$ cat src/design/assert_macros.svh
// assertion helpers shared by the design files
`ifndef ASSERT_MACROS_SVH
`define ASSERT_MACROS_SVH

// same-cycle implication, held off during reset
`define PSRF_ASSERT_IMPLIES(label, clk, rst_n, ante, cons) \
	label: assert property (@(posedge clk) disable iff (!rst_n) (ante) |-> (cons)) \
		else $error("implication check failed");

// next-cycle implication, held off during reset
`define PSRF_ASSERT_NEXT(label, clk, rst_n, ante, cons) \
	label: assert property (@(posedge clk) disable iff (!rst_n) (ante) |=> (cons)) \
		else $error("next-cycle check failed");

`endif

$ cat src/design/psrf_pkg.sv
// ----------------------------------------------------------------------------
// psrf_pkg
// Types, constants and helper functions of the pointing-stick report filter.
// ----------------------------------------------------------------------------
package psrf_pkg;

	localparam int unsigned SCROLL_DIV_DEFAULT = 1;

	localparam int unsigned CFG_IDX_W  = 3;
	localparam int unsigned CFG_DATA_W = 16;

	localparam int unsigned DIV_W     = 32;
	localparam int unsigned DVS_W     = 16;
	localparam int unsigned DIV_CNT_W = $clog2(DIV_W);

	localparam logic [2:0] MIDDLE_MASK = 3'b100;

	typedef enum logic [CFG_IDX_W-1:0] {
		CFG_DEADZONE = 3'd0,
		CFG_PTR_MULT_X = 3'd1,
		CFG_PTR_MULT_Y = 3'd2,
		CFG_PTR_DIV_X = 3'd3,
		CFG_PTR_DIV_Y = 3'd4,
		CFG_SCR_MULT_V = 3'd5,
		CFG_SCR_MULT_H = 3'd6,
		CFG_SPARE = 3'd7
	} cfg_reg_t;

	typedef enum logic [1:0] {
		MODE_IDLE = 2'd0,
		MODE_PRESSED = 2'd1,
		MODE_SCROLLED = 2'd2
	} mode_t;

	typedef enum logic [2:0] {
		SEQ_IDLE,
		SEQ_MUL,
		SEQ_DIV,
		SEQ_CLICK,
		SEQ_EMIT
	} seq_t;

	typedef struct packed {
		logic             start;
		logic             neg;
		logic [DIV_W-1:0] dividend;
		logic [DVS_W-1:0] divisor;
	} div_req_t;

	typedef struct packed {
		logic                    done;
		logic signed [DIV_W-1:0] quotient;
	} div_rsp_t;

	// move a delta toward zero by the deadzone magnitude
	function automatic logic signed [15:0] shrink(input logic signed [15:0] d,
		input logic [14:0] dz);
		logic signed [16:0] de;
		logic signed [16:0] dze;
		logic signed [16:0] r;
		de  = 17'(d);
		dze = $signed({2'b00, dz});
		if (de > dze) begin
			r = de - dze;
		end else if (de < -dze) begin
			r = de + dze;
		end else begin
			r = '0;
		end
		return r[15:0];
	endfunction

	function automatic logic signed [15:0] sat16(input logic signed [31:0] v);
		logic signed [15:0] r;
		if (v > 32'sd32767) begin
			r = 16'sh7fff;
		end else if (v < -32'sd32768) begin
			r = 16'sh8000;
		end else begin
			r = v[15:0];
		end
		return r;
	endfunction

endpackage

$ cat src/design/psrf_if.sv
// ----------------------------------------------------------------------------
// psrf_if
// Valid/ready channels for reports in and filtered events out.
// ----------------------------------------------------------------------------
interface psrf_report_if;
	logic               valid;
	logic               ready;
	logic signed [15:0] delta_x;
	logic signed [15:0] delta_y;
	logic [2:0]         button_bits;
	logic [63:0]        stamp;

	modport source (output valid, output delta_x, output delta_y,
		output button_bits, output stamp, input ready);
	modport sink (input valid, input delta_x, input delta_y,
		input button_bits, input stamp, output ready);
endinterface

interface psrf_result_if;
	logic               valid;
	logic               ready;
	logic               event_kind;
	logic signed [31:0] move_x;
	logic signed [31:0] move_y;
	logic signed [15:0] scroll_v;
	logic signed [15:0] scroll_h;
	logic [2:0]         button_out;
	logic [63:0]        stamp_out;
	logic               last;

	modport source (output valid, output event_kind, output move_x, output move_y,
		output scroll_v, output scroll_h, output button_out, output stamp_out,
		output last, input ready);
	modport sink (input valid, input event_kind, input move_x, input move_y,
		input scroll_v, input scroll_h, input button_out, input stamp_out,
		input last, output ready);
endinterface

$ cat src/design/psrf_div.sv
// ----------------------------------------------------------------------------
// psrf_div
// Restoring divider, one quotient bit per cycle, sign applied at the end.
// ----------------------------------------------------------------------------
`include "assert_macros.svh"

module psrf_div (
	input  logic                clk,
	input  logic                arst_n,
	input  psrf_pkg::div_req_t  req,
	output psrf_pkg::div_rsp_t  rsp
);

	logic                                busy_q;
	logic                                done_q;
	logic [psrf_pkg::DIV_CNT_W-1:0]      cnt_q;
	logic [psrf_pkg::DVS_W-1:0]          rem_q;
	logic [psrf_pkg::DIV_W-1:0]          quo_q;
	logic [psrf_pkg::DVS_W-1:0]          dvs_q;
	logic                                neg_q;

	logic [psrf_pkg::DVS_W:0] trial;
	logic [psrf_pkg::DVS_W:0] diff;
	logic                     fits;

	assign trial = {rem_q, quo_q[psrf_pkg::DIV_W-1]};
	assign fits  = trial >= {1'b0, dvs_q};
	assign diff  = trial - {1'b0, dvs_q};

	always_ff @(posedge clk or negedge arst_n) begin
		if (!arst_n) begin
			busy_q <= 1'b0;
			done_q <= 1'b0;
			cnt_q  <= '0;
		end else begin
			done_q <= 1'b0;
			if (req.start) begin
				busy_q <= 1'b1;
				cnt_q  <= '0;
			end else if (busy_q) begin
				cnt_q <= cnt_q + 1'b1;
				if (cnt_q == psrf_pkg::DIV_CNT_W'(psrf_pkg::DIV_W - 1)) begin
					busy_q <= 1'b0;
					done_q <= 1'b1;
				end
			end
		end
	end

	always_ff @(posedge clk) begin
		if (req.start) begin
			rem_q <= '0;
			quo_q <= req.dividend;
			dvs_q <= req.divisor;
			neg_q <= req.neg;
		end else if (busy_q) begin
			rem_q <= fits ? diff[psrf_pkg::DVS_W-1:0] : trial[psrf_pkg::DVS_W-1:0];
			quo_q <= {quo_q[psrf_pkg::DIV_W-2:0], fits};
		end
	end

	assign rsp.done     = done_q;
	assign rsp.quotient = neg_q ? -$signed(quo_q) : $signed(quo_q);

	// partial remainder always stays below the divisor
	`PSRF_ASSERT_IMPLIES(a_rem_below_divisor, clk, arst_n, busy_q && !req.start, rem_q < dvs_q)

endmodule

$ cat src/design/pointing_stick_report_filter.sv
// ----------------------------------------------------------------------------
// pointing_stick_report_filter
// Deadzone, middle-button scroll emulation and gain scaling of stick reports.
// ----------------------------------------------------------------------------
// Reports come in on the report channel (valid/ready): signed deltas, button
// bits and a timestamp. Events leave on the result channel: a pointer move or
// a scroll event, last set on the final event of a report. A middle click
// with no motion in between gives an extra pointer event (middle bit only,
// unscaled deltas, last clear) ahead of the normal one.
// One report is worked on at a time; ready is high only between reports.
// Each axis is a 16x16 multiply, a 32-step serial divide in the
// shared divider and a step to collect the quotient; X goes first,
// then Y, and the events are loaded once both quotients are in. The
// next report is taken only after the final event has been loaded.
// The result register holds an event until it is taken; while the receiver
// stalls the sequencer waits and no new report is taken.
// Reset (arst_n low) returns the config registers to defaults, puts the
// middle button tracker in idle and drops any work under way.
// Configuration writes on cfg_we/cfg_index/cfg_data take effect at once; the
// user must make them only between reports. The block does not enforce this.
// ----------------------------------------------------------------------------
`include "assert_macros.svh"

module pointing_stick_report_filter #(
	parameter int unsigned SCROLL_DIV_V = psrf_pkg::SCROLL_DIV_DEFAULT,
	parameter int unsigned SCROLL_DIV_H = psrf_pkg::SCROLL_DIV_DEFAULT
) (
	input  logic                            clk,
	input  logic                            arst_n,
	input  logic                            cfg_we,
	input  logic [psrf_pkg::CFG_IDX_W-1:0]  cfg_index,
	input  logic [psrf_pkg::CFG_DATA_W-1:0] cfg_data,
	psrf_report_if.sink                     report,
	psrf_result_if.source                   result
);

	localparam logic [15:0] SDIV_V = (SCROLL_DIV_V == 0) ? 16'd1 : 16'(SCROLL_DIV_V);
	localparam logic [15:0] SDIV_H = (SCROLL_DIV_H == 0) ? 16'd1 : 16'(SCROLL_DIV_H);

	// configuration
	logic [14:0] deadzone_q;
	logic [15:0] pmx_q, pmy_q, pdx_q, pdy_q;
	logic [14:0] smv_q, smh_q;

	always_ff @(posedge clk or negedge arst_n) begin
		if (!arst_n) begin
			deadzone_q <= '0;
			pmx_q      <= 16'd1;
			pmy_q      <= 16'd1;
			pdx_q      <= 16'd1;
			pdy_q      <= 16'd1;
			smv_q      <= 15'd1;
			smh_q      <= 15'd1;
		end else if (cfg_we) begin
			case (psrf_pkg::cfg_reg_t'(cfg_index))
				psrf_pkg::CFG_DEADZONE:   deadzone_q <= cfg_data[14:0];
				psrf_pkg::CFG_PTR_MULT_X: pmx_q <= cfg_data;
				psrf_pkg::CFG_PTR_MULT_Y: pmy_q <= cfg_data;
				psrf_pkg::CFG_PTR_DIV_X:  pdx_q <= cfg_data;
				psrf_pkg::CFG_PTR_DIV_Y:  pdy_q <= cfg_data;
				psrf_pkg::CFG_SCR_MULT_V: smv_q <= cfg_data[14:0];
				psrf_pkg::CFG_SCR_MULT_H: smh_q <= cfg_data[14:0];
				default: ;
			endcase
		end
	end

	// sequencer state and report context
	psrf_pkg::seq_t  state_q, state_d;
	psrf_pkg::mode_t mode_q, mode_d;
	logic            axis_q;
	logic            click_q, click_d;
	logic            scroll_q;
	logic signed [15:0] dx_q, dy_q;
	logic [2:0]         btn_q;
	logic [63:0]        stamp_q;
	logic signed [31:0] qx_q, qy_q;

	logic signed [15:0] dx_sh, dy_sh;
	logic               released, moving, take;

	assign dx_sh    = psrf_pkg::shrink(report.delta_x, deadzone_q);
	assign dy_sh    = psrf_pkg::shrink(report.delta_y, deadzone_q);
	assign released = (report.button_bits & psrf_pkg::MIDDLE_MASK) == 3'b000;
	assign moving   = (dx_sh != 16'sd0) || (dy_sh != 16'sd0);
	assign take     = report.valid && report.ready;

	// middle button tracker
	always_comb begin
		mode_d  = psrf_pkg::MODE_IDLE;
		click_d = 1'b0;
		case (mode_q)
			psrf_pkg::MODE_SCROLLED: begin
				mode_d = released ? psrf_pkg::MODE_IDLE : psrf_pkg::MODE_SCROLLED;
			end
			psrf_pkg::MODE_PRESSED: begin
				click_d = released;
				if (released) mode_d = psrf_pkg::MODE_IDLE;
				else if (moving) mode_d = psrf_pkg::MODE_SCROLLED;
				else mode_d = psrf_pkg::MODE_PRESSED;
			end
			default: begin
				if (!released) begin
					mode_d = moving ? psrf_pkg::MODE_SCROLLED : psrf_pkg::MODE_PRESSED;
				end
			end
		endcase
	end

	// shared multiply feeding the divider
	logic signed [15:0] sel_d;
	logic [15:0]        sel_mult, sel_div, mag;
	logic               out_free, load_click, load_main;
	psrf_pkg::div_req_t div_req;
	psrf_pkg::div_rsp_t div_rsp;

	always_comb begin
		sel_d = axis_q ? dy_q : dx_q;
		if (scroll_q) begin
			sel_mult = axis_q ? {1'b0, smv_q} : {1'b0, smh_q};
			sel_div  = axis_q ? SDIV_V : SDIV_H;
		end else begin
			sel_mult = axis_q ? pmy_q : pmx_q;
			sel_div  = axis_q ? pdy_q : pdx_q;
		end
		mag = sel_d[15] ? 16'(-sel_d) : 16'(sel_d);
	end

	psrf_div u_div (
		.clk    (clk),
		.arst_n (arst_n),
		.req    (div_req),
		.rsp    (div_rsp)
	);

	// next state
	always_comb begin
		state_d = state_q;
		case (state_q)
			psrf_pkg::SEQ_IDLE:  if (report.valid) state_d = psrf_pkg::SEQ_MUL;
			psrf_pkg::SEQ_MUL:   state_d = psrf_pkg::SEQ_DIV;
			psrf_pkg::SEQ_DIV: begin
				if (div_rsp.done) begin
					if (!axis_q) state_d = psrf_pkg::SEQ_MUL;
					else state_d = click_q ? psrf_pkg::SEQ_CLICK : psrf_pkg::SEQ_EMIT;
				end
			end
			psrf_pkg::SEQ_CLICK: if (out_free) state_d = psrf_pkg::SEQ_EMIT;
			psrf_pkg::SEQ_EMIT:  if (out_free) state_d = psrf_pkg::SEQ_IDLE;
			default:             state_d = psrf_pkg::SEQ_IDLE;
		endcase
	end

	// sequencer outputs
	always_comb begin
		div_req.start    = 1'b0;
		div_req.neg      = sel_d[15];
		div_req.dividend = 32'(mag) * 32'(sel_mult);
		div_req.divisor  = (sel_div == 16'd0) ? 16'd1 : sel_div;
		load_click       = 1'b0;
		load_main        = 1'b0;
		case (state_q)
			psrf_pkg::SEQ_MUL:   div_req.start = 1'b1;
			psrf_pkg::SEQ_CLICK: load_click = out_free;
			psrf_pkg::SEQ_EMIT:  load_main = out_free;
			default: ;
		endcase
	end

	assign report.ready = state_q == psrf_pkg::SEQ_IDLE;

	always_ff @(posedge clk or negedge arst_n) begin
		if (!arst_n) begin
			state_q <= psrf_pkg::SEQ_IDLE;
			mode_q  <= psrf_pkg::MODE_IDLE;
			axis_q  <= 1'b0;
		end else begin
			state_q <= state_d;
			if (take) begin
				mode_q <= mode_d;
				axis_q <= 1'b0;
			end else if (state_q == psrf_pkg::SEQ_DIV && div_rsp.done) begin
				axis_q <= ~axis_q;
			end
		end
	end

	always_ff @(posedge clk) begin
		if (take) begin
			dx_q     <= dx_sh;
			dy_q     <= dy_sh;
			btn_q    <= report.button_bits & ~psrf_pkg::MIDDLE_MASK;
			stamp_q  <= report.stamp;
			click_q  <= click_d;
			scroll_q <= mode_d == psrf_pkg::MODE_SCROLLED;
		end
		if (state_q == psrf_pkg::SEQ_DIV && div_rsp.done) begin
			if (axis_q) qy_q <= div_rsp.quotient;
			else qx_q <= div_rsp.quotient;
		end
	end

	// result register
	logic               res_valid_q;
	logic               res_kind_q;
	logic signed [31:0] res_mx_q, res_my_q;
	logic signed [15:0] res_sv_q, res_sh_q;
	logic [2:0]         res_btn_q;
	logic [63:0]        res_stamp_q;
	logic               res_last_q;

	assign out_free = !res_valid_q || result.ready;

	always_ff @(posedge clk or negedge arst_n) begin
		if (!arst_n) begin
			res_valid_q <= 1'b0;
		end else if (load_click || load_main) begin
			res_valid_q <= 1'b1;
		end else if (result.ready) begin
			res_valid_q <= 1'b0;
		end
	end

	always_ff @(posedge clk) begin
		if (load_click) begin
			res_kind_q  <= 1'b0;
			res_mx_q    <= 32'(dx_q);
			res_my_q    <= 32'(dy_q);
			res_sv_q    <= '0;
			res_sh_q    <= '0;
			res_btn_q   <= psrf_pkg::MIDDLE_MASK;
			res_stamp_q <= stamp_q;
			res_last_q  <= 1'b0;
		end else if (load_main) begin
			res_stamp_q <= stamp_q;
			res_last_q  <= 1'b1;
			if (scroll_q) begin
				res_kind_q <= 1'b1;
				res_mx_q   <= '0;
				res_my_q   <= '0;
				res_sv_q   <= psrf_pkg::sat16(qy_q);
				res_sh_q   <= psrf_pkg::sat16(qx_q);
				res_btn_q  <= '0;
			end else begin
				res_kind_q <= 1'b0;
				res_mx_q   <= qx_q;
				res_my_q   <= qy_q;
				res_sv_q   <= '0;
				res_sh_q   <= '0;
				res_btn_q  <= btn_q;
			end
		end
	end

	assign result.valid      = res_valid_q;
	assign result.event_kind = res_kind_q;
	assign result.move_x     = res_mx_q;
	assign result.move_y     = res_my_q;
	assign result.scroll_v   = res_sv_q;
	assign result.scroll_h   = res_sh_q;
	assign result.button_out = res_btn_q;
	assign result.stamp_out  = res_stamp_q;
	assign result.last       = res_last_q;

	// a non-final event can only be the middle click
	`PSRF_ASSERT_IMPLIES(a_click_event_form, clk, arst_n, result.valid && !result.last, result.event_kind == 1'b0 && result.button_out == psrf_pkg::MIDDLE_MASK)
	// divider answers only while the sequencer waits for it
	`PSRF_ASSERT_IMPLIES(a_div_done_in_div, clk, arst_n, div_rsp.done, state_q == psrf_pkg::SEQ_DIV)
	// scroll output only while the tracker is in the scrolled state
	`PSRF_ASSERT_IMPLIES(a_scroll_mode, clk, arst_n, load_main && scroll_q, mode_q == psrf_pkg::MODE_SCROLLED)

endmodule

$ cat src/flat_wrapper.sv
// flat-port wrapper written by rule: the top's interface ports become plain ports
module pointing_stick_report_filter_flat 
#(
	parameter int unsigned SCROLL_DIV_V = psrf_pkg::SCROLL_DIV_DEFAULT,
	parameter int unsigned SCROLL_DIV_H = psrf_pkg::SCROLL_DIV_DEFAULT
)
  (clk, arst_n, cfg_we, cfg_index, cfg_data, report_valid, report_delta_x, report_delta_y, report_button_bits, report_stamp, report_ready, result_valid, result_event_kind, result_move_x, result_move_y, result_scroll_v, result_scroll_h, result_button_out, result_stamp_out, result_last, result_ready);
  psrf_report_if report_i ();
  psrf_result_if result_i ();
  input  logic clk;
  input  logic arst_n;
  input  logic cfg_we;
  input  logic [psrf_pkg::CFG_IDX_W-1:0] cfg_index;
  input  logic [psrf_pkg::CFG_DATA_W-1:0] cfg_data;
  input wire logic [$bits(report_i.valid)-1:0] report_valid;
  input wire logic [$bits(report_i.delta_x)-1:0] report_delta_x;
  input wire logic [$bits(report_i.delta_y)-1:0] report_delta_y;
  input wire logic [$bits(report_i.button_bits)-1:0] report_button_bits;
  input wire logic [$bits(report_i.stamp)-1:0] report_stamp;
  output wire logic [$bits(report_i.ready)-1:0] report_ready;
  output wire logic [$bits(result_i.valid)-1:0] result_valid;
  output wire logic [$bits(result_i.event_kind)-1:0] result_event_kind;
  output wire logic [$bits(result_i.move_x)-1:0] result_move_x;
  output wire logic [$bits(result_i.move_y)-1:0] result_move_y;
  output wire logic [$bits(result_i.scroll_v)-1:0] result_scroll_v;
  output wire logic [$bits(result_i.scroll_h)-1:0] result_scroll_h;
  output wire logic [$bits(result_i.button_out)-1:0] result_button_out;
  output wire logic [$bits(result_i.stamp_out)-1:0] result_stamp_out;
  output wire logic [$bits(result_i.last)-1:0] result_last;
  input wire logic [$bits(result_i.ready)-1:0] result_ready;
  assign report_i.valid = report_valid;
  assign report_i.delta_x = report_delta_x;
  assign report_i.delta_y = report_delta_y;
  assign report_i.button_bits = report_button_bits;
  assign report_i.stamp = report_stamp;
  assign report_ready = report_i.ready;
  assign result_valid = result_i.valid;
  assign result_event_kind = result_i.event_kind;
  assign result_move_x = result_i.move_x;
  assign result_move_y = result_i.move_y;
  assign result_scroll_v = result_i.scroll_v;
  assign result_scroll_h = result_i.scroll_h;
  assign result_button_out = result_i.button_out;
  assign result_stamp_out = result_i.stamp_out;
  assign result_last = result_i.last;
  assign result_i.ready = result_ready;
  pointing_stick_report_filter #(.SCROLL_DIV_V(SCROLL_DIV_V), .SCROLL_DIV_H(SCROLL_DIV_H)) u_core (.clk(clk), .arst_n(arst_n), .cfg_we(cfg_we), .cfg_index(cfg_index), .cfg_data(cfg_data), .report(report_i), .result(result_i));
endmodule
$ cat config.mk
export PLATFORM = sky130hd
export DESIGN_NAME = pointing_stick_report_filter_flat
export DESIGN_NICKNAME = d
export VERILOG_FILES = /design/src/design/psrf_pkg.sv /design/src/design/psrf_if.sv /design/src/design/psrf_div.sv /design/src/design/pointing_stick_report_filter.sv /design/src/flat_wrapper.sv
export VERILOG_INCLUDE_DIRS = /design/src /design/src/design
export SDC_FILE = /design/constraint.sdc
export NUM_CORES = 1
export LEC_CHECK = 0
export ABC_AREA = 0
export BUFFER_PORTS_ARGS = -buffer_cell sky130_fd_sc_hd__buf_4
export CORE_MARGIN = 2
export CORE_UTILIZATION = 55
export DETAILED_ROUTE_END_ITERATION = 8
export PLACE_DENSITY = 0.74
export RECOVER_POWER = 50
export SYNTH_ARGS = -nofsm -noshare
export SYNTH_HDL_FRONTEND = slang
export SYNTH_SLANG_ARGS = --single-unit
$ cat constraint.sdc
create_clock -name clk -period 22.3 [get_ports clk]
set_clock_uncertainty 0.2 [all_clocks]
set_input_delay 1.115 -clock clk [delete_from_list [all_inputs] [get_ports clk]]
set_output_delay 1.115 -clock clk [all_outputs]
set_load 0.05 [all_outputs]
**Yosys cells after proc, flatten, opt, wreduce, memory -nomap -nowiden**

Cells that the tools add are included.

- Flip-flop bits (word level): 517
- Input port bits: 123
- Logic and storage cells: 155
- Output and inout port bits: 167

- Multipliers: 1
- $add $sub $neg: 9
- Multiplexer cells: 57
- $lt $le $gt $ge: 9
- Equality and inequality tests: 18
- Bitwise operators: 1
- Reduce and logical (&&, ||, !) cells: 26

Operators by type and width:

| kind | count |
|---|---|
| two-way mux 32 bit | 9 |
| two-way mux 16 bit | 17 |
| two-way mux 64 bit | 2 |
| greater-than comparator 32 x 16 -> 1 bit, second input constant | 2 |
| less-than comparator 32 x 16 -> 1 bit, second input constant | 2 |
| subtractor 16 bit | 3 |
| less-than comparator 16 x 17 -> 1 bit | 2 |
| adder 16 bit | 2 |
| greater-than comparator 16 bit | 2 |
| multiplier 16 x 16 -> 32 bit | 1 |
| negator 32 bit | 1 |
| nonzero test 16 bit | 2 |
| two-way mux 3 bit | 6 |
| AND reduction 2 bit | 9 |
| greater-or-equal comparator 17 x 16 -> 1 bit | 1 |
| negator 15 -> 17 bit | 1 |
| logical NOT 16 bit | 1 |
| negator 16 bit | 1 |
| two-way mux 15 bit | 1 |
| case mux 3 bit (5 select lines) | 1 |
| two-way mux 1 bit | 14 |
| == test 3 x 2 -> 1 bit, second input constant | 4 |
| == test 3 bit, second input constant | 4 |
| two-way mux 2 bit | 5 |
| 15 further kinds | 28 |

**Logic depth before layout (Yosys ltp)**

Gate-level depths: netlist of run 1.

- Word-level depth: 10
- Mapped depth: 34
- Gate-level depth less buffers: 32

**By module**

From an unflattened synthesis of run 1, not the netlist that was laid out.

- Cell total of the unflattened synthesis: 3163
- Area total of the unflattened synthesis: 33986.3 µm²

By module, submodules not included:

| module | area an instance (µm²) | seq. area each (µm²) | instances | cells each |
|---|---|---|---|---|
| pointing_stick_report_filter | 29509.6 | 12419.4 | 1 | 2733 |
| psrf_div | 4476.8 | 1966.9 | 1 | 430 |

**Least setup slack after synthesis of run 1**

No wires, ideal clock.

- Kind: reg-to-reg
- Start: reg u_core.axis_q
- End: reg u_core.u_div.quo_q[31] (netlist name) (data pin)
- Clock period less this slack: 8951 ps
- Arrival time: 8484 ps
- Stages on the path, launching flop included: 30
- Required time: 21833 ps
- Setup time: 267 ps
- Slack: 13349 ps
- Path buffers: 5
- Cell sequence: dfrtp_1 -> clkbuf_1 -> buf_1 -> clkbuf_1 -> buf_1 -> clkbuf_1 -> mux2i_1 -> xor2_1 -> nand2_1 -> fa_1 -> inv_1 -> fa_1 -> fa_1 -> fa_1 -> fa_1 -> inv_1 -> fa_1 -> inv_1 -> ha_1 -> and3_1 -> a221oi_1 -> o21ai_0 -> nand3_1 -> o2111ai_1 -> a21oi_1 -> o21ai_0 -> a211oi_1 -> a21oi_1 -> xnor2_1 -> o21ai_0

- Cells in the longest elaborated chain, start to end: 5
- Elaborated cells between the ends (all ways): 8
- Those cells by class: add/sub (1); mul (1); mux (6)

RTL lines:

| what | RTL line | text |
|---|---|---|
| start: declaration | pointing_stick_report_filter.sv:71 | `logic axis_q;` |
| start signal: assignment | pointing_stick_report_filter.sv:183 | `axis_q <= ~axis_q;` |
| two-way mux 16 bit | pointing_stick_report_filter.sv:118 | `sel_d = axis_q ? dy_q : dx_q;` |
| negator 16 bit | pointing_stick_report_filter.sv:126 | `mag = sel_d[15] ? 16'(-sel_d) : 16'(sel_d);` |
| two-way mux 16 bit | pointing_stick_report_filter.sv:126 |  |
| multiplier 16 x 16 -> 32 bit (*) | pointing_stick_report_filter.sv:158 | `div_req.dividend = 32'(mag) * 32'(sel_mult);` |
| two-way mux 32 bit (*) | psrf_div.sv:51 | `if (req.start) begin` |
| end signal: assignment | psrf_div.sv:53 | `quo_q <= req.dividend;` |
| end signal: assignment | psrf_div.sv:58 | `quo_q <= {quo_q[psrf_pkg::DIV_W-2:0], fits};` |
| end: declaration | psrf_div.sv:18 | `logic [psrf_pkg::DIV_W-1:0] quo_q;` |

Every way passes the cells marked *; elsewhere a longest branch is shown, timed or not.
A chain may end at the register's enable or synchronous reset.

**Worst setup path after layout of run 1**

Ends and elaborated chain as after synthesis.

==> flow_results.org, run 1 <==
** Status
- The run finished, with violations left.
- Violations in the final reports :: capacitance limit, slew limit

** Yosys
- Post-Syn Nets :: 3664
- For this run, the number of Yosys warnings is 0.
- Share of synthesized flip-flops with an asynchronous set or reset :: 23.8%
- Number of instances in the synthesized netlist :: 3125
- After synthesis the netlist holds a flip-flop and latch count of 517.
- Count of unique library cells instantiated by Yosys :: 85
- A synthesized cell averages 10.7 sq um.
- Part of the Yosys area used for sequential elements :: 42.8%
- In this run, synthesis inferred 341 flip-flops with an integrated enable.
- The synthesized netlist occupies a cell area of 33600 sq um.
- Ys flop type :: sky130_fd_sc_hd__edfxtp_1

** Drt
- Vias after detailed routing :: 24685
- First drt pass iteration count :: 6
- The detail route stage leaves a number of antenna-violating nets equal to 0.
- Routed WL :: 90.9 mm
- Total DRC errors in the routed layout :: 0
- Average via count per standard cell :: 5.87
- Routed WL per cell :: 21.6 um
- Number of violations reported at the end of detailed-routing iteration 0 :: 1999

** GRT
- The number of antenna violations at the first check in global routing came to 3.
- After global routing the overflow that remains totals 0.
- First-pass GRT wire length :: 142 mm
- Maximum number of pins on one net before global-route repair :: 72
- Number of global-route vias before repair :: 25009
- Across every metal layer, demand over resource in global routing totals 28.8%.

** STA
- Total of endpoints with negative setup slack in the final report :: 0
- Clock period minus final worst setup slack :: 12670 ps
- Sum of negative setup slack :: 0 ps
- Max Transition Viols Final :: 395
- Achievable Freq :: 0.0789 GHz
- Transition time at the pin with the least slew margin :: 3980 ps
- In this run the tightest slew margin relative to its limit is -165%.
- Hold violation count in the final report :: 0
- Unrepaired setup endpoints after global routing :: no
- After layout, the worst path uses 56.8% of the clock period.

** Placed design
- IO Port Bufs :: 289
- Once detailed placement completed, the half-perimeter wirelength came to 69.9 mm.
- Final weighted congestion in routability-driven placement :: 0.935

** Worst setup path
- Maximum fanout encountered on the critical timing path :: 64
- Start-to-end type of the worst setup path :: flip-flop to flip-flop
- Arrival @ worst endpoint :: 12840 ps
- Largest stage delay, worst path :: 2820 ps
- STA puts the critical path data required time at 22470 ps.
- Top cell by count, worst path :: sky130_fd_sc_hd__fa_1
- Kind of end point of the critical path :: flip-flop
- STA classifies the critical path startpoint as a flip-flop.
- Slowest cell on crit path :: sky130_fd_sc_hd__clkbuf_1

** Clock tree
- In this run, post-CTS repair resized a total of 0 instances.
- The number of hold buffers added after CTS was 0.
- Clock tree from TritonCTS :: done
- The clock tree synthesis step divided the H-tree into 2 levels.
- After clock tree synthesis, the clock-pin slew on the worst setup and hold paths is 70 ps.
- Clock tree synthesis inserted a total of 54 buffers.
- The tree is rooted in a sky130_fd_sc_hd__clkbuf_16.
- The later pin in the worst-skew pair is clocked with a latency of 640 ps.
- Longest Clk Path Bufs :: 3
- Post-CTS timing repair inserted 0 buffers for setup.
- For this design, the sink count on the clock tree is 517.

** Worst hold path
- HP Class :: flip-flop to flip-flop

** Layout
- Compared with the post-synthesis result, the final layout area differs by 14.1%.
- End-of-flow core utilization :: 63.5%
- In the layout the commonest cells are sky130_fd_sc_hd__edfxtp_1 (341), sky130_fd_sc_hd__nand2_1 (339), sky130_fd_sc_hd__inv_1 (306).
- Of the cells placed in the final design, the portion with a size suffix greater than 1 is 16.0%.
- The filler cells instantiated in the layout total 4736.
- Net count reported at finish :: 3914
- Most common cell after layout, fill and taps aside :: sky130_fd_sc_hd__edfxtp_1

** Floorplan
- From left edge to right edge, the die measures 251 um.
- Die Footprint :: 63100 sq um
- Number of primary I/O pins :: 290
- Placement row count :: 90
- Die span in y :: 251 um
- The initial utilization of the core area, before any placement, comes to 55.6%.
- After floorplanning, the core was sized to cover 60400 sq um.

** Run
- Across the run, the number of max-cap violations was 8.
[registers in the layout, indices dropped and copies added, names as in the netlist, 3 cells and up]
name,cells
u_core.deadzone_q,15
u_core.dx_q,16
u_core.dy_q,16
u_core.pdx_q,16
u_core.pdy_q,16
u_core.pmx_q,16
u_core.pmy_q,16
u_core.qx_q,32
u_core.qy_q,32
u_core.result.button_out,3
u_core.result.move_x,32
u_core.result.move_y,32
u_core.result.scroll_h,16
u_core.result.scroll_v,16
u_core.result.stamp_out,64
u_core.smh_q,15
u_core.smv_q,15
u_core.stamp_q,64
u_core.state_q,3
u_core.u_div.cnt_q,5
u_core.u_div.dvs_q,16
u_core.u_div.quo_q,32
u_core.u_div.rem_q,16
[logic make-up (layout without fill, tap and decap cells)]
kind of cell	Yosys count	after routing	synth area share (%)
xor gates and xnor gates	122	122	3.18
muxes	161	161	5.55
and+or+nand+nor	901	901	12.6
DFF	517	517	42.8
buffers and inverters	438	734	4.99
adders and majority gates	416	416	19.9
AOI/OAI and AO/OA	570	570	10.9
other	0	2	0
[per-stage QoR]
| step | hold slack [ps] | area (sq um) | cells | setup slack (ps) |
|---|---|---|---|---|
| global route | 218 | 38300 | 4203 | 8820 |
| floorplan | 200 | 33600 | 3125 | 13350 |
| finish | 215 | 38300 | 4205 | 9630 |
| detailed placement | 205 | 36500 | 4101 | 12060 |
| CTS | 218 | 38400 | 4203 | 12080 |
| global placement | 201 | 36500 | 4101 | 12510 |
[final cells by class]
cell class	count	area, sq um	area share, %
antenna	2	5.00	0.0131
tap	782	978	2.55
inverter	312	1170	3.07
multi-input combinational	2170	17500	45.8
clock inverter	29	359	0.937
clock buffer	73	1540	4.03
timing repair buffer	320	2330	6.08
sequential	517	14400	37.5
[worst paths after layout]
| path | start | to | slack (ps) | depth (start not counted) |
|---|---|---|---|---|
| worst max-delay path | u_core.axis_q$_DFFE_PN0P_ | u_core.u_div.quo_q[31]$_DFFE_PP_ | 9630 | 28 |
| worst min-delay path | u_core.stamp_q[1]$_DFFE_PP_ | u_core.result.stamp_out[1]$_DFFE_PP_ | 210 | 0 |
| worst max register to register | u_core.axis_q$_DFFE_PN0P_ | u_core.u_div.quo_q[31]$_DFFE_PP_ | 9630 | 28 |
| worst min register to register | u_core.stamp_q[1]$_DFFE_PP_ | u_core.result.stamp_out[1]$_DFFE_PP_ | 210 | 0 |
| max in group asynchronous | arst_n | u_core.pmy_q[4]$_DFFE_PN0P_ | 15960 | 2 |
| min in group asynchronous | arst_n | u_core.pdx_q[8]$_DFFE_PN0P_ | 1410 | 1 |
[cells in the mapped netlist, types with 10 or more instances]
| cell | instances | area share (%) |
|---|---|---|
| sky130_fd_sc_hd__a21o_1 | 61 | 1.4 |
| sky130_fd_sc_hd__a21oi_1 | 114 | 1.7 |
| sky130_fd_sc_hd__and2_1 | 48 | 0.89 |
| sky130_fd_sc_hd__and3_1 | 18 | 0.34 |
| sky130_fd_sc_hd__buf_2 | 11 | 0.16 |
| sky130_fd_sc_hd__clkbuf_1 | 104 | 1.2 |
| sky130_fd_sc_hd__dfrtp_1 | 117 | 8.7 |
| sky130_fd_sc_hd__dfxtp_1 | 53 | 3.2 |
| sky130_fd_sc_hd__edfxtp_1 | 341 | 30 |
| sky130_fd_sc_hd__fa_1 | 199 | 12 |
| sky130_fd_sc_hd__ha_1 | 217 | 8.1 |
| sky130_fd_sc_hd__inv_1 | 308 | 3.4 |
| sky130_fd_sc_hd__mux2_2 | 101 | 3.4 |
| sky130_fd_sc_hd__mux2i_1 | 50 | 1.5 |
| sky130_fd_sc_hd__mux4_2 | 10 | 0.67 |
| sky130_fd_sc_hd__nand2_1 | 339 | 3.8 |
| sky130_fd_sc_hd__nand2b_1 | 66 | 1.2 |
| sky130_fd_sc_hd__nand3_1 | 33 | 0.49 |
| sky130_fd_sc_hd__nand4_1 | 28 | 0.52 |
| sky130_fd_sc_hd__nor2_1 | 226 | 2.5 |
| sky130_fd_sc_hd__nor2b_1 | 24 | 0.45 |
| sky130_fd_sc_hd__nor3_1 | 29 | 0.43 |
| sky130_fd_sc_hd__nor4_1 | 21 | 0.39 |
| sky130_fd_sc_hd__o211ai_1 | 13 | 0.29 |
| sky130_fd_sc_hd__o21a_1 | 19 | 0.42 |
| sky130_fd_sc_hd__o21ai_0 | 184 | 2.7 |
| sky130_fd_sc_hd__o21bai_1 | 15 | 0.34 |
| sky130_fd_sc_hd__o22ai_1 | 15 | 0.28 |
| sky130_fd_sc_hd__o31ai_1 | 16 | 0.36 |
| sky130_fd_sc_hd__or2_2 | 12 | 0.22 |
| sky130_fd_sc_hd__or3_1 | 15 | 0.28 |
| sky130_fd_sc_hd__or4_1 | 12 | 0.27 |
| sky130_fd_sc_hd__xnor2_1 | 89 | 2.3 |
| sky130_fd_sc_hd__xor2_1 | 33 | 0.86 |
[critical path: cells and delay by family, from the launching register on]
kind,cells,cell delay [ps]
buffers and inverters,4,2990
muxes,1,610
xor gates and xnor gates,2,1150
AOI/OAI and AO/OA,9,2210
DFF,1,680
and+or+nand+nor,5,1120
adders and majority gates,7,3490
[per-layer routing]
layer	share of wire (%)	routed length, um	vias up	global-route usage (%)
met5	0.014	13	-	0
met4	2.6	2370	2	8.11
met3	7.5	6800	168	5.56
met2	48	43700	949	48.7
met1	42	38000	12191	38.1
li1	-	-	11375	-
Power of run 1 is left out: the tool's default activity adds up to more than one toggle a clock period on the data nets, which glitch-free logic cannot reach.
==> run 2, diff against run 1 <==
- clock period: 22.3 -> 12.93 ns (I/O delays scaled with it)
==> run 2 against run 1 <==
Compared with the run above:
- the flow still finishes with violations (capacitance limit, slew limit)
- final area decreased by 0.26%
- critical path depth unchanged
- cell count increased by 1.5%
- worst setup slack got worse by 7100 ps
- core utilization decreased by 0.17 points
- sequential share of layout area increased by 0.10 points
- non-clock buffer count increased by 64
- largest cell class unchanged
- highest routed layer unchanged
==> flow_results.org, run 2 (synthesized netlist as in run 1, its figures left out) <==
** Status
- The flow ran to the end, but the final reports show violations.
- The final reports fail on capacitance limit, slew limit.

** Worst setup path
- Reg-to-Reg End :: u_core.u_div.quo_q[31]$_DFFE_PP_
- Largest stage delay, worst path :: 930 ps (-1890 ps)
- The cell depth of the worst flop-to-flop path is 28 (unchanged).
- Start-to-end type of the worst setup path :: flip-flop to flip-flop
- The critical path arrival is 10580 ps (-2260 ps).
- Kind of end point of the critical path :: flip-flop
- The maximum fanout along the worst path came to 67 (+4.7%).
- The required time at the worst-slack endpoint came to 13090 ps (-9380 ps).
- Launching element type of the critical path :: flip-flop
- Slowest cell on crit path :: sky130_fd_sc_hd__xor2_1
- Startpoint of the most critical register-to-register path :: u_core.axis_q$_DFFE_PN0P_
- By instance count, the cell type seen most on the critical path is sky130_fd_sc_hd__fa_1.
- The worst reg-to-reg setup slack came to 2510 ps (-7120 ps).

** Floorplan
- Area of the placeable core :: 60400 sq um (unchanged)
- The count of pins on the block boundary came to 290 (unchanged).
- The die height came to 251 um (unchanged).
- Placement row count :: 90 (unchanged)
- Initial Util :: 55.6% (unchanged)
- Width of the die :: 251 um (unchanged)
- Die Footprint :: 63100 sq um (unchanged)

** Drt
- The wire length reported by the detailed router was 94.2 mm (+3.6%).
- The average routed wire per standard cell came to 22.1 um (+2.1%).
- The final routed DRC violation total was 0 (unchanged).
- The initial detailed-routing violation count came to 2059 (+3.0%).
- The count of vias placed by the detailed router is 25191 (+2.0%).
- Average via count per standard cell :: 5.90 (+0.57%)
- First drt pass iteration count :: 6 (unchanged)
- The number of nets with antenna violations after detailed routing is 0 (unchanged).

** Layout
- End-of-flow core utilization :: 63.3% (-0.17 points)
- In the layout the commonest cells are sky130_fd_sc_hd__edfxtp_1 (341), sky130_fd_sc_hd__nand2_1 (339), sky130_fd_sc_hd__inv_1 (306).
- The fraction of layout cells with a size suffix above 1 came to 10.8% (-5.1 points).
- Area delta synth->final :: 13.8%
- The net count reported at finish came to 3977 (+1.6%).
- Most common cell after layout, fill and taps aside :: sky130_fd_sc_hd__edfxtp_1

** GRT
- The first-pass GRT wire length came to 146 mm (+2.8%).
- The residual overflow from global routing was 0 (unchanged).
- Maximum number of pins on one net before global-route repair :: 72 (unchanged)
- Global router's overall resource usage :: 29.7% (+0.89 points)
- The via count of the first global-routing pass came to 25514 (+2.0%).
- Antenna violations before repair :: 3 (unchanged)

** STA
- The headroom to the max-slew limit was -131% (+34 points).
- Unrepaired setup endpoints after global routing :: no
- The number of hold-slack violations in the final timing report came to 0 (unchanged).
- Achievable Freq :: 0.0960 GHz (+22%)
- The final setup violation count came to 0 (unchanged).
- The time the final worst path needs with I/O delays and setup came to 10420 ps (-2250 ps).
- Max Transition Viols Final :: 333 (-16%)
- The worst hold margin came to 48.7 ps (-166 ps).
- Transition time at the pin with the least slew margin :: 3470 ps (-512 ps)
- The part of the cycle the worst path needs is 80.6% (+24 points).
- Sum of negative setup slack :: 0 ps (unchanged)

** Clock tree
- Cell at the root of the clock tree :: sky130_fd_sc_hd__clkbuf_16
- The number of sinks handled by clock tree synthesis was 517 (unchanged).
- TritonCTS built the clock tree.
- Max H-tree Level :: 2 (unchanged)
- The deepest clock path buffer count was 3 (unchanged).
- Later-pin clock latency in the skew report :: 630 ps (about the same)
- The number of buffers inserted during clock tree synthesis was 53 (-1.9%).
- The number of hold buffers added after cts is 64 (+64).
- Post-CTS setup buffer count :: 0 (unchanged)
- Post-cts gate resize count :: 0 (unchanged)
- The clock edge transition at the registers on the reported setup and hold paths came to 80 ps (about the same).

** Run
- The max-cap check violation count came to 7 (-1).

** Worst hold path
- For hold timing, the worst endpoint is u_core.stamp_q[44]$_DFFE_PP_.
- The tightest min-delay check is of the input port to flip-flop type.
- The startpoint identified for the worst hold timing path is report_stamp[44].
- Cells on Worst Hold Path :: 1 (+1)

** Placed design
- The count of port buffers added during placement came to 289 (unchanged).
- Final weighted congestion in routability-driven placement :: 0.921 (-1.5%)
- Final HPWL DP :: 70.2 mm (+0.39%)
run 2: critical path, delay by kind of cell, from the launching register on:
family	cells	cell delay [ps]
AO/OA/AOI/OAI	9	2200
XOR/XNOR	2	1100
adder cells (fa/ha/maj)	7	3470
buffers and inverters	4	960
flip-flops	1	640
multiplexers	1	470
AND/OR/NAND/NOR	5	1100
run 2: layout make-up:
cell class / count / area, sq um
Sequential cell: 517 / 14400
Clock inverter: 40 / 400
Tap cell: 782 / 978
Clock buffer: 60 / 1370
Inverter: 312 / 1170
Multi-Input combinational cell: 2170 / 17500
Fill cell: 4877 / 22100
Timing Repair Buffer: 384 / 2360
Antenna cell: 2 / 5.00
run 2: worst max-delay path by stage:
stage,startpoint,endpoint,slack (ps)
2_1_floorplan,u_core.axis_q$_DFFE_PN0P_,u_core.u_div.quo_q[31]$_DFFE_PP_,3980
3_3_place_gp,u_core.axis_q$_DFFE_PN0P_,u_core.u_div.quo_q[31]$_DFFE_PP_,3120
3_5_place_dp,u_core.axis_q$_DFFE_PN0P_,u_core.u_div.quo_q[31]$_DFFE_PP_,2790
4_1_cts,u_core.axis_q$_DFFE_PN0P_,u_core.u_div.quo_q[31]$_DFFE_PP_,2780
6_report,u_core.axis_q$_DFFE_PN0P_,u_core.u_div.quo_q[31]$_DFFE_PP_,2510
5_1_grt,u_core.axis_q$_DFFE_PN0P_,u_core.u_div.quo_q[31]$_DFFE_PP_,1840
run 2: metrics by stage:
| stage | std cells | cell area [sq um] | setup WS [ps] |
|---|---|---|---|
| floorplan | 3125 | 33600 | 3980 |
| global placement | 4101 | 36500 | 3120 |
| detailed placement | 4101 | 36500 | 2790 |
| CTS | 4265 | 38900 | 2780 |
| global route | 4266 | 38200 | 1840 |
| finish | 4267 | 38200 | 2510 |
run 2: routing by layer:
metal | up-vias | global-route usage (%) | routed length (um)
li1 | 11476 | - | -
met1 | 12567 | 39.0 | 38800
met2 | 969 | 50.6 | 45900
met3 | 177 | 5.51 | 7000
met4 | 2 | 8.54 | 2550
met5 | - | 0 | 11
Power of run 2 is left out for the same reason.
==> run 3, diff against run 2 <==
- clock period: 12.93 -> 10.4 ns (I/O delays scaled with it)
==> run 3 against run 2 <==
Compared with the run above:
- the run still ends with capacitance limit, slew limit left
- critical path depth grew 3
- core utilization grew 0.43 points
- register-to-register slack lost 1600 ps
- count of clock-buffer cells in the layout grew 29
- sequential share of layout area shrank 0.24 points
- largest cell class unchanged
==> flow_results.org, run 3 (synthesized netlist as in run 1, its figures left out) <==
** STA
- The number of hold-slack violations in the final timing report came to 0 (unchanged).
- The part of the cycle the worst path needs was 91.2% (+11 points).
- Achievable Freq :: 0.105 GHz (+9.8%)
- The worst hold margin was 21.6 ps (-27.1 ps).
- The headroom to the max-slew limit came to -129% (+2.4 points).
- Slack of the critical path :: 913 ps (-1600 ps)
- Clock period minus final worst setup slack :: 9490 ps (-933 ps)
- The total negative slack was 0 ps (unchanged).
- Unrepaired setup endpoints after global routing :: no
- The transition time at the pin with the least slew margin was 3430 ps (-36.6 ps).
- The max-slew violation count came to 229 (-31%).
- The final setup violation count was 0 (unchanged).

** Layout
- Most common cell after layout, fill and taps aside :: sky130_fd_sc_hd__edfxtp_1
- Number of fillers in the final layout :: 4889 (+0.25%)
- Fraction of layout cells with a size suffix above 1 :: 10.9% (+0.053 points)
- The net count reported at finish is 4005 (+0.70%).
- Relative to the synthesized area, the layout overhead comes to 14.6%.
- Commonest non-fill, non-tap cells in the layout :: sky130_fd_sc_hd__edfxtp_1 (341), sky130_fd_sc_hd__nand2_1 (338), sky130_fd_sc_hd__inv_1 (306)

** Placed design
- The placer congestion estimate came to 0.945 (+2.6%).
- IO Port Bufs :: 289 (unchanged)
- Final HPWL DP :: 70.8 mm (+0.86%)
- Post-Place Setup Slack :: 1020 ps (-1770 ps)

** Clock tree
- TritonCTS built the clock tree.
- The deepest clock path buffer count was 3 (unchanged).
- The number of sinks handled by clock tree synthesis came to 517 (unchanged).
- Post-CTS setup buffer count :: 0 (unchanged)
- Max H-tree Level :: 2 (unchanged)
- Clock transition at path regs :: 60 ps (-20 ps)
- Post-cts gate resize count :: 0 (unchanged)
- The source-to-sink clock delay at the later pin of the worst-skew pair is 630 ps (about the same).
- The number of buffers inserted during clock tree synthesis was 54 (+1.9%).
- The tree is rooted in a sky130_fd_sc_hd__clkbuf_16.

** Floorplan
- The floorplan core area came to 60400 sq um (unchanged).
- Initial Util :: 55.6% (unchanged)
- Die span in y :: 251 um (unchanged)
- Die Footprint :: 63100 sq um (unchanged)
- The floorplan die width is 251 um (unchanged).
- The count of pins on the block boundary is 290 (unchanged).
- Placement row count :: 90 (unchanged)

** Worst setup path
- Start-to-end type of the worst setup path :: flip-flop to flip-flop
- The critical path arrival came to 9620 ps (-960 ps).
- The maximum fanout along the worst path is 18 (-73%).
- The peak per-stage delay on the critical path was 690 ps (-240 ps).
- Kind of end point of the critical path :: flip-flop
- Slowest cell on crit path :: sky130_fd_sc_hd__mux2i_1
- The worst setup path is launched from a flip-flop.
- The required time at the worst-slack endpoint is 10530 ps (-2560 ps).

** Drt
- First drt pass iteration count :: 5 (-1)
- The number of nets with antenna violations after detailed routing came to 0 (unchanged).
- The count of vias placed by the detailed router came to 25184 (-0.028%).
- The wire length reported by the detailed router came to 94.6 mm (+0.45%).
- Average via count per standard cell :: 5.86 (-0.73%)
- The initial detailed-routing violation count is 1909 (-7.3%).
- Total DRC errors in the routed layout :: 0 (unchanged)
- The average routed wire per standard cell came to 22.0 um (-0.25%).

** GRT
- First-pass GRT wire length :: 147 mm (+0.49%)
- Antenna violations before repair :: 4 (+1)
- Maximum number of pins on one net before global-route repair :: 67 (-6.9%)
- The overall routing resource usage came to 30.0% (+0.29 points).
- Number of global-route vias before repair :: 25727 (+0.83%)
- The residual overflow from global routing came to 0 (unchanged).

** Status
- The flow ran to the end, but the final reports show violations.
- The checks that failed: capacitance limit, slew limit.

** Run
- Max-Cap Viols :: 5 (-2)

** Worst hold path
- HP Class :: input port to flip-flop
-- run 3: layout make-up --
| cell class | count | area [sq um] | area share (%) |
|---|---|---|---|
| multi-input combinational | 2170 | 17500 | 45.6 |
| sequential | 517 | 14400 | 37.4 |
| timing repair buffer | 411 | 2620 | 6.80 |
| clock buffer | 89 | 1630 | 4.25 |
| inverter | 312 | 1170 | 3.05 |
| tap | 782 | 978 | 2.54 |
| clock inverter | 13 | 145 | 0.377 |
| antenna | 3 | 7.51 | 0.0195 |
-- run 3: worst paths after layout --
| kind | from | end | cells after the start | slack (ps) |
|---|---|---|---|---|
| max | u_core.axis_q$_DFFE_PN0P_ | u_core.u_div.quo_q[31]$_DFFE_PP_ | 31 | 910 |
| min | cfg_data[13] | u_core.pdy_q[13]$_DFFE_PN0P_ | 2 | 20 |
| max reg2reg | u_core.axis_q$_DFFE_PN0P_ | u_core.u_div.quo_q[31]$_DFFE_PP_ | 31 | 910 |
| min reg2reg | u_core.stamp_q[62]$_DFFE_PP_ | u_core.result.stamp_out[62]$_DFFE_PP_ | 0 | 220 |
| max in group asynchronous | arst_n | u_core.axis_q$_DFFE_PN0P_ | 3 | 3660 |
| min in group asynchronous | arst_n | u_core.pdy_q[7]$_DFFE_PN0P_ | 2 | 1320 |
-- run 3: worst max-delay path: cells and delay by family, from the launching register on --
| family | cells | cell delay (ps) |
|---|---|---|
| adder cells (fa/ha/maj) | 7 | 3260 |
| XOR/XNOR | 2 | 630 |
| AND/OR/NAND/NOR | 3 | 530 |
| multiplexers | 1 | 690 |
| flip-flops | 1 | 570 |
| AO/OA/AOI/OAI | 11 | 2430 |
| buffers and inverters | 7 | 940 |
-- run 3: through the flow --
step | cell area, sq um | std cells | util (%)
after floorplan | 33600 | 3125 | -
after global placement | 36600 | 4110 | 60.6
after detailed placement | 36600 | 4110 | 60.6
after CTS | 39200 | 4294 | 64.9
after global routing | 38500 | 4295 | 63.7
final | 38500 | 4297 | 63.7
-- run 3: repair_timing --
| item | in CTS | in global routing |
|---|---|---|
| hold buffers | 82 | 0 |
| endpoints found under the setup margin | 0 | 0 |
| hold endpoints to repair | 185 | 0 |
-- run 3: metal layers --
metal / wire, um / global-route usage [%]
met1: 39100 / 39.3
met2: 44800 / 49.8
met3: 7300 / 6.11
met4: 3390 / 10.7
met5: 13 / 0
Power of run 3 is left out for the same reason.
